## src/design/asrw_pkg.sv

```systemverilog
// Shared types, sizes and SPS byte tables for the Annex B SPS rewriter.
`timescale 1ns / 1ps
`default_nettype none

package asrw_pkg;

    localparam int WIN_DEPTH = 20;
    localparam int OLD_LEN   = 16;
    localparam int NEW_LEN   = 19;
    localparam int GROWTH    = 3;
    localparam int FILL_W    = 5;
    localparam int EMIT_W    = 5;
    localparam int COUNT_W   = 12;
    localparam int ROOM_W    = 16;

    localparam logic [FILL_W-1:0]  FILL_FULL = FILL_W'(WIN_DEPTH);
    localparam logic [FILL_W-1:0]  FILL_OLD  = FILL_W'(OLD_LEN);
    localparam logic [EMIT_W-1:0]  EMIT_LAST = EMIT_W'(NEW_LEN - 1);
    localparam logic [ROOM_W-1:0]  ROOM_STEP = ROOM_W'(GROWTH);
    localparam logic [COUNT_W-1:0] COUNT_MAX = {COUNT_W{1'b1}};

    localparam logic [7:0] OLD_SPS [OLD_LEN] = '{
        8'h67, 8'h64, 8'h0C, 8'h20, 8'hAC, 8'h2B, 8'h40, 8'h28,
        8'h02, 8'hDD, 8'h35, 8'h01, 8'h0D, 8'h01, 8'hE0, 8'h80
    };

    localparam logic [7:0] NEW_SPS [NEW_LEN] = '{
        8'h67, 8'h64, 8'h0C, 8'h20, 8'hAC, 8'h2B, 8'h40, 8'h28,
        8'h02, 8'hDD, 8'h35, 8'h01, 8'h0D, 8'h01, 8'hE1, 8'hB4,
        8'h11, 8'h08, 8'hD4
    };

    typedef struct packed {
        logic [7:0] data_byte;
        logic       last_byte;
    } in_word_t;

    typedef struct packed {
        logic [7:0]         out_byte;
        logic               out_last;
        logic [COUNT_W-1:0] rewrite_count;
    } out_word_t;

endpackage

`default_nettype wire

```

## src/design/asrw_match.sv

```systemverilog
// Head-of-window SPS match with start code and NAL boundary check.
`timescale 1ns / 1ps
`default_nettype none

module asrw_match
    import asrw_pkg::*;
(
    input  wire logic [7:0]        win [WIN_DEPTH],
    input  wire logic [FILL_W-1:0] fill,
    input  wire logic [7:0]        hist [3],
    input  wire logic [1:0]        hist_fill,
    input  wire logic              at_end,
    output logic                   hit
);

    logic              body_ok;
    logic              start_ok;
    logic [FILL_W-1:0] rem;
    logic              sc3;
    logic              sc4;

    always_comb
    begin
        body_ok = 1'b1;
        for (int i = 0; i < OLD_LEN; i++)
        begin
            if (win[i] != OLD_SPS[i])
                body_ok = 1'b0;
        end
    end

    assign start_ok = (hist_fill == 2'd3) && (hist[0] == 8'h00) &&
                      (hist[1] == 8'h00) && (hist[2] == 8'h01);
    assign rem = fill - FILL_OLD;

    // three or four byte start code right behind the SPS
    assign sc3 = (rem >= FILL_W'(3)) && (win[16] == 8'h00) && (win[17] == 8'h00) &&
                 (win[18] == 8'h01);
    assign sc4 = (rem >= FILL_W'(4)) && (win[16] == 8'h00) && (win[17] == 8'h00) &&
                 (win[18] == 8'h00) && (win[19] == 8'h01);

    always_comb
    begin
        hit = 1'b0;
        if ((fill >= FILL_OLD) && (fill <= FILL_FULL) && start_ok && body_ok)
        begin
            if (at_end && (rem == '0))
                hit = 1'b1;
            else if (sc3 || sc4)
                hit = 1'b1;
        end
    end

endmodule

`default_nettype wire

```

## src/design/asrw_outbuf.sv

```systemverilog
// One-word output register on the valid/ready result channel.
`timescale 1ns / 1ps
`default_nettype none

module asrw_outbuf
    import asrw_pkg::*;
(
    input  wire logic      clk,
    input  wire logic      rst_n,
    input  wire logic      load,
    input  wire out_word_t load_data,
    output logic           can_load,
    output logic           out_valid,
    input  wire logic      out_ready,
    output out_word_t      out_data
);

    logic      valid_reg;
    out_word_t data_reg;

    // slot is free when empty or being taken this cycle
    assign can_load  = !valid_reg || out_ready;
    assign out_valid = valid_reg;
    assign out_data  = data_reg;

    always_ff @(posedge clk or negedge rst_n)
    begin
        if (!rst_n)
            valid_reg <= 1'b0;
        else if (can_load)
            valid_reg <= load;
    end

    always_ff @(posedge clk)
    begin
        if (load && can_load)
            data_reg <= load_data;
    end

endmodule

`default_nettype wire

```

## src/design/annexb_sps_pattern_rewriter_core.sv

```systemverilog
// Top level of the Annex B low-delay SPS rewriter.
//
// Input words (in_valid/in_ready, in_data) carry one stream byte and a mark on
// the final byte of a buffer. Output words (out_valid/out_ready, out_data) carry
// the rewritten stream; rewrite_count is set on the word with out_last.
// spare_bytes is to be written through spare_bytes_we/spare_bytes only while
// idle, which the block does not enforce; it is loaded as free room on the
// first byte of each buffer. Bytes sit in a 20-byte look-ahead window: the first
// output word is registered once the window is full or the final byte has
// arrived. Throughput is one byte per cycle outside the stalls below; the window
// shift and the output register both move one word a cycle. A rewrite emits 19
// bytes for 16 consumed, so input stalls while the replacement SPS drains.
// After the final byte, input is held off until the window is flushed.
// Reset empties the window and history and clears room, count and spare_bytes.
// When the receiver stalls, the output register holds its word and the
// window stops shifting, so input stalls once the window is full.
`timescale 1ns / 1ps
`default_nettype none

module annexb_sps_pattern_rewriter_core
    import asrw_pkg::*;
(
    input  wire logic              clk,
    input  wire logic              rst_n,
    input  wire logic              spare_bytes_we,
    input  wire logic [ROOM_W-1:0] spare_bytes,
    input  wire logic              in_valid,
    output logic                   in_ready,
    input  wire in_word_t          in_data,
    output logic                   out_valid,
    input  wire logic              out_ready,
    output out_word_t              out_data
);

    logic [ROOM_W-1:0]  spare_reg;
    logic [7:0]         win_reg [WIN_DEPTH];
    logic [7:0]         win_next [WIN_DEPTH];
    logic [FILL_W-1:0]  fill_reg;
    logic [FILL_W-1:0]  fill_next;
    logic [7:0]         hist_reg [3];
    logic [1:0]         hist_fill_reg;
    logic [ROOM_W-1:0]  room_reg;
    logic [COUNT_W-1:0] count_reg;
    logic [COUNT_W-1:0] count_next;
    logic               flush_reg;
    logic               emit_reg;
    logic [EMIT_W-1:0]  emit_idx_reg;

    logic               can_load;
    logic               hit_raw;
    logic               hit;
    logic               decide_ok;
    logic               do_emit;
    logic               do_decide;
    logic               rewrite;
    logic               pop1;
    logic               prod;
    logic               is_last;
    logic               accept;
    logic [FILL_W-1:0]  fill_after;
    logic [7:0]         prod_byte;
    out_word_t          prod_word;

    asrw_match u_match (
        .win       (win_reg),
        .fill      (fill_reg),
        .hist      (hist_reg),
        .hist_fill (hist_fill_reg),
        .at_end    (flush_reg),
        .hit       (hit_raw)
    );

    asrw_outbuf u_outbuf (
        .clk       (clk),
        .rst_n     (rst_n),
        .load      (prod),
        .load_data (prod_word),
        .can_load  (can_load),
        .out_valid (out_valid),
        .out_ready (out_ready),
        .out_data  (out_data)
    );

    assign hit       = hit_raw && (room_reg >= ROOM_STEP);
    assign decide_ok = !emit_reg && ((fill_reg == FILL_FULL) || (flush_reg && fill_reg != '0));
    assign do_emit   = emit_reg && can_load;
    assign do_decide = decide_ok && can_load;
    assign rewrite   = do_decide && hit;
    assign pop1      = do_decide && !hit;
    assign prod      = do_emit || do_decide;

    assign in_ready  = !flush_reg && ((fill_reg < FILL_FULL) || do_decide);
    assign accept    = in_valid && in_ready;

    always_comb
    begin
        if (rewrite)
            fill_after = fill_reg - FILL_OLD;
        else if (pop1)
            fill_after = fill_reg - FILL_W'(1);
        else
            fill_after = fill_reg;
    end

    assign fill_next = fill_after + FILL_W'(accept);

    always_comb
    begin
        if (do_emit)
            prod_byte = NEW_SPS[emit_idx_reg];
        else if (hit)
            prod_byte = NEW_SPS[0];
        else
            prod_byte = win_reg[0];
    end

    assign count_next = (rewrite && count_reg != COUNT_MAX) ? count_reg + COUNT_W'(1)
                                                            : count_reg;

    // final word: last pass-through byte, or tail of a replacement that emptied the window
    assign is_last = flush_reg && ((do_emit && emit_idx_reg == EMIT_LAST && fill_reg == '0) ||
                                   (pop1 && fill_reg == FILL_W'(1)));

    always_comb
    begin
        prod_word.out_byte      = prod_byte;
        prod_word.out_last      = is_last;
        prod_word.rewrite_count = is_last ? count_next : '0;
    end

    // advance window by one or sixteen, then append the accepted byte
    always_comb
    begin
        for (int i = 0; i < WIN_DEPTH; i++)
        begin
            if (rewrite && (i + OLD_LEN < WIN_DEPTH))
                win_next[i] = win_reg[i + OLD_LEN];
            else if (pop1 && (i + 1 < WIN_DEPTH))
                win_next[i] = win_reg[i + 1];
            else
                win_next[i] = win_reg[i];
            if (accept && (fill_after == FILL_W'(i)))
                win_next[i] = in_data.data_byte;
        end
    end

    always_ff @(posedge clk)
    begin
        win_reg <= win_next;
        if (prod)
        begin
            hist_reg[0] <= hist_reg[1];
            hist_reg[1] <= hist_reg[2];
            hist_reg[2] <= prod_byte;
        end
    end

    always_ff @(posedge clk or negedge rst_n)
    begin
        if (!rst_n)
        begin
            spare_reg     <= '0;
            fill_reg      <= '0;
            hist_fill_reg <= '0;
            room_reg      <= '0;
            count_reg     <= '0;
            flush_reg     <= 1'b0;
            emit_reg      <= 1'b0;
            emit_idx_reg  <= '0;
        end
        else
        begin
            if (spare_bytes_we)
                spare_reg <= spare_bytes;

            fill_reg  <= fill_next;
            count_reg <= count_next;

            if (accept && fill_reg == '0 && hist_fill_reg == '0)
                room_reg <= spare_reg;
            else if (rewrite)
                room_reg <= room_reg - ROOM_STEP;

            if (prod && hist_fill_reg != 2'd3)
                hist_fill_reg <= hist_fill_reg + 2'd1;

            if (accept && in_data.last_byte)
                flush_reg <= 1'b1;

            if (rewrite)
            begin
                emit_reg     <= 1'b1;
                emit_idx_reg <= EMIT_W'(1);
            end
            else if (do_emit)
            begin
                emit_idx_reg <= emit_idx_reg + EMIT_W'(1);
                if (emit_idx_reg == EMIT_LAST)
                    emit_reg <= 1'b0;
            end

            // drop buffer state once the flush is done
            if (is_last)
            begin
                flush_reg     <= 1'b0;
                hist_fill_reg <= '0;
                room_reg      <= '0;
                count_reg     <= '0;
            end
        end
    end

endmodule

`default_nettype wire
```

## config.mk

```make
export PLATFORM = sky130hd
export DESIGN_NAME = annexb_sps_pattern_rewriter_core
export DESIGN_NICKNAME = d
export VERILOG_FILES = /design/src/design/asrw_pkg.sv /design/src/design/asrw_match.sv /design/src/design/asrw_outbuf.sv /design/src/design/annexb_sps_pattern_rewriter_core.sv
export SDC_FILE = /design/constraint.sdc
export NUM_CORES = 1
export LEC_CHECK = 0
export ABC_AREA = 1
export BUFFER_PORTS_ARGS = -buffer_cell sky130_fd_sc_hd__buf_2
export CAP_MARGIN = 20
export CORE_MARGIN = 2
export CORE_UTILIZATION = 46
export CTS_CLUSTER_DIAMETER = 30
export DETAILED_ROUTE_END_ITERATION = 10
export GPL_ROUTABILITY_DRIVEN = 0
export PLACE_DENSITY = 0.62
export SLEW_MARGIN = 10
export SYNTH_ARGS = -nofsm -noshare
export SYNTH_HDL_FRONTEND = slang
export SYNTH_SLANG_ARGS = --single-unit
```

## constraint.sdc

```tcl
create_clock -name clk -period 3.59 [get_ports clk]
set_clock_uncertainty 0.1 [all_clocks]
set_input_delay 0.5385 -clock clk [delete_from_list [all_inputs] [get_ports clk]]
set_output_delay 0.5385 -clock clk [all_outputs]
set_load 0.01 [all_outputs]
```

==> run_results.csv <==
group,metric,value,unit
final_layout,post_route_cells_drive_above_1_share,16.3,%
yosys,synth_cells,1669,
clock_tree,cts.path.max_buffers,3,
critical_path,criticalPathCategory,"flip-flop to flip-flop",
grt,first_global_vias,11355,
yosys,yosys_top_cell_by_area,"sky130_fd_sc_hd__edfxtp_1",
power_and_ir_drop,cellLeakagePower,7.89,nW
floorplan,chipWidth,184,um
timing,slew_headroom,42.1,%
clock_tree,post_cts.repair.setup_buffers,0,
grt,global_route_wire_length_before_repair,61000,um
routing,iteration_count_of_the_initial_detailed_routing_pass,6,
critical_path,critical_path.startpoint,"fill_reg[0]",
timing,max_freq,295,MHz
clock_tree,tritoncts_clock_tree,"built",
routing,drc_violation_total_after_the_first_tritonroute_iteration,1124,
yosys,synth-edff-count,205,
routing,drt.antenna.violating_nets,0,
timing,final_min_period_over_clock_period,94.6,%
grt,groute.usage.overall,22.8,%
timing,final_hold_viol_count,9,
critical_path,critical-path-slowest-cell,"sky130_fd_sc_hd__dfrtp_1",
floorplan,floorplan.die_area,0.0337,mm2
critical_path,startpoint_type,"flip-flop",
floorplan,initial_utilization,46.9,%
timing,setup_viol,0,
routing,routedWlPerCell,17.4,um
clock_tree,path_clk_slew,0.05,ns
outcome,violated_checks,"negative hold slack",
yosys,sequential_cell_area_fraction_in_the_yosys_report,51.4,%
yosys,synth_area_leaders,"sky130_fd_sc_hd__edfxtp_1 41%, sky130_fd_sc_hd__nand2_1 14%, sky130_fd_sc_hd__dfrtp_1 9.9%, sky130_fd_sc_hd__nand4_1 6.2%, sky130_fd_sc_hd__nor2_1 3.8%",
grt,antenna_found_initial,0,
routing,via_density_per_instance,5.42,
yosys,ys_async_sr_fraction,22.3,%
power_and_ir_drop,report.power.total,0.0137,W
routing,routed-via-count,11949,
critical_path,worst-r2r-cell-count,13,
routing,routed_wirelength,38300,um
yosys,synthesized_area,0.0148,mm2
grt,gr-total-overflow,0,
timing,tns,0,ns
final_layout,n_antenna_cell,0,
place,hpwlAfterDp,26000,um
yosys,synth_register_bits,264,
floorplan,die-height,184,um
yosys,synthDistinctLibCells,50,
critical_path,arrival,3.52,ns
floorplan,rows,65,
outcome,status,"finished, violations left",
timing,slew_violations,0,
timing,tightestPinTransition,0.868,ns
yosys,yosys_warnings,0,
hold_path,hold_path.class,"input port to asynchronous set/reset pin",
critical_path,endpoint_kind,"flip-flop",
power_and_ir_drop,power.density,780,mW/mm2
floorplan,io-pin-count,53,
timing,min_clock_period_post_route,3.39,ns
floorplan,design.core.area,0.0316,mm2
critical_path,critical_path.reg2reg.startpoint,"fill_reg[0]",
yosys,syn_avg_cell_area,8.89,um2
place,buffer_ports.inserted,52,
grt,maximum_number_of_pins_on_one_net_before_global_route_repair,53,
final_layout,final_nets,1798,
final_layout,syn2layout_area_growth,18.2,%
clock_tree,clkLatencyLatePin,0.57,ns
yosys,yosys.area.top_type_share,41.5,%
run,maxCapViolations,0,
timing,grt_setup_unrepaired,"no",
clock_tree,cts-buffers-inserted,59,
final_layout,instances_no_fill,2205,
clock_tree,htree_num_levels,2,
power_and_ir_drop,irDropWorstVdd,0.401,mV
critical_path,timing.critical_path.fanout_max,14,
final_layout,largest_register_ffs,160,
critical_path,critical-path-max-stage-delay,0.45,ns
clock_tree,cts.root.buffer_cell,"sky130_fd_sc_hd__clkbuf_16",
critical_path,critical_path.cell_chain,"inv_1 -> ha_1 -> nand2_1 -> nor2_1 -> a21oi_2 -> nor2_8 -> inv_4 -> a21oi_2 -> and2_4 -> nand2_4 -> nor2_8 -> nand3_4 -> nand2_1",
yosys,synthesis.nets,1715,
place,place.detailed.instances,2093,
routing,remaining_drc_errors,0,
critical_path,critPathRequiredTime,3.71,ns
timing,hold_slack,-0.0110,ns
yosys,synth_top_flop_cell,"sky130_fd_sc_hd__edfxtp_1",
clock_tree,clock_sink_count,264,
metrics by stage:
stage	hold WS, ns	utilization, %	worst slack [ns]	instance area (um2)
6_report	-0.0110	55.5	0.195	17500
5_1_grt	0.0448	55.5	0.00487	17500
4_1_cts	0.00952	55.4	0.148	17500
3_5_place_dp	0.335	49.0	0.187	15500
3_3_place_gp	0.330	49.0	0.250	15500
2_1_floorplan	0.143	-	0.395	14800
timing repair:
action                                 4_1_cts  5_1_grt
hold buffers                                 0        0
gates resized for setup                      0        8
setup endpoints to repair                    0       43
endpoints found under the hold margin        0        0
where the power goes:
| group | leakage (nW) | internal (W) | switching, W | total [W] |
|---|---|---|---|---|
| sequential | 2.65 | 0.00429 | 0.000484 | 0.00478 |
| combinational | 4.26 | 0.000964 | 0.00252 | 0.00348 |
| clock | 0.979 | 0.00370 | 0.00173 | 0.00543 |
| total | 7.89 | 0.00895 | 0.00473 | 0.0137 |
per-layer routing:
layer  vias up  share of wire [%]  track usage (%)
met5         -                  0                0
met4         0                2.7             7.33
met3        85                6.8             4.12
met2       447                 46             36.2
met1      5588                 45             31.8
li1       5829                  -                -
placed cells by master, fill, tap and decap left out, types with 7 or more instances in the layout:
| cell type | count |
|---|---|
| sky130_fd_sc_hd__nand3_4 | 17 |
| sky130_fd_sc_hd__nor2_1 | 149 |
| sky130_fd_sc_hd__buf_4 | 49 |
| sky130_fd_sc_hd__nand2_2 | 17 |
| sky130_fd_sc_hd__ha_1 | 16 |
| sky130_fd_sc_hd__buf_2 | 52 |
| sky130_fd_sc_hd__nand2_4 | 9 |
| sky130_fd_sc_hd__clkbuf_16 | 59 |
| sky130_fd_sc_hd__nor3_1 | 18 |
| sky130_fd_sc_hd__dfrtp_1 | 59 |
| sky130_fd_sc_hd__bufinv_16 | 9 |
| sky130_fd_sc_hd__a21oi_1 | 12 |
| sky130_fd_sc_hd__xor2_1 | 19 |
| sky130_fd_sc_hd__nand3_1 | 84 |
| sky130_fd_sc_hd__nand4_1 | 148 |
| sky130_fd_sc_hd__inv_1 | 142 |
| sky130_fd_sc_hd__o21a_1 | 8 |
| sky130_fd_sc_hd__o21ai_1 | 10 |
| sky130_fd_sc_hd__xnor2_1 | 7 |
| sky130_fd_sc_hd__o21ai_0 | 45 |
| sky130_fd_sc_hd__nor4_1 | 10 |
| sky130_fd_sc_hd__edfxtp_1 | 205 |
| sky130_fd_sc_hd__nand2_1 | 543 |
| sky130_fd_sc_hd__clkinvlp_4 | 8 |
| sky130_fd_sc_hd__clkinv_2 | 11 |
| sky130_fd_sc_hd__clkbuf_1 | 8 |
| sky130_fd_sc_hd__nor2_8 | 12 |
final timing paths:
path / endpoint / slack (ns)
min in group clk: spare_reg[8] / 0.08
worst max-delay path: win_reg[76] / 0.20
worst max register to register: win_reg[76] / 0.20
worst min-delay path: emit_idx_reg[4] / -0.01
worst min register to register: hist_reg[13] / 0.34
max in group asynchronous: room_reg[1] / 2.63
cell usage after synthesis (4+ instances only):
cell and count:
sky130_fd_sc_hd__nand2_1 552, sky130_fd_sc_hd__edfxtp_1 205, sky130_fd_sc_hd__nor2_1 149, sky130_fd_sc_hd__nand4_1 148
sky130_fd_sc_hd__inv_1 142, sky130_fd_sc_hd__nand3_1 84, sky130_fd_sc_hd__dfrtp_1 59, sky130_fd_sc_hd__o21ai_0 45
sky130_fd_sc_hd__buf_2 26, sky130_fd_sc_hd__clkbuf_1 26, sky130_fd_sc_hd__buf_6 19, sky130_fd_sc_hd__xor2_1 19
sky130_fd_sc_hd__nor3_1 18, sky130_fd_sc_hd__nand3_4 17, sky130_fd_sc_hd__ha_1 16, sky130_fd_sc_hd__a21oi_1 12
sky130_fd_sc_hd__nor2_8 12, sky130_fd_sc_hd__nor4_1 10, sky130_fd_sc_hd__o21ai_1 10, sky130_fd_sc_hd__buf_4 9
sky130_fd_sc_hd__nand2_2 9, sky130_fd_sc_hd__nand2_4 8, sky130_fd_sc_hd__o21a_1 8, sky130_fd_sc_hd__xnor2_1 7
sky130_fd_sc_hd__nor2_2 6, sky130_fd_sc_hd__inv_2 5, sky130_fd_sc_hd__nand3_2 5, sky130_fd_sc_hd__a21o_1 4
layout make-up:
cell class                      count  area, um2
Sequential cell                   264       7630
Clock inverter                     43        502
Tap cell                          402        503
Fill cell                        2818      14100
Clock buffer                       69       1530
Multi-Input combinational cell   1175       6150
Inverter                          149        562
Timing Repair Buffer              103        668
cells by family after synthesis:
kind of cell               share of synthesized area [%]
AOI/OAI and AO/OA                                   3.82
xor gates and xnor gates                            1.53
adders and majority gates                           1.35
buffers and inverters                               7.35
DFF                                                 51.4
muxes                                              0.295
and+or+nand+nor                                     34.2
critical path: cells and delay by family (launching register included):
kind,cells,cell delay (ns)
fa+ha+maj,1,0.30
simple gates,8,1.59
flops,1,0.45
buf+inv,2,0.32
compound gates,2,0.27
No activity file was read; power rests on OpenSTA's default activity.
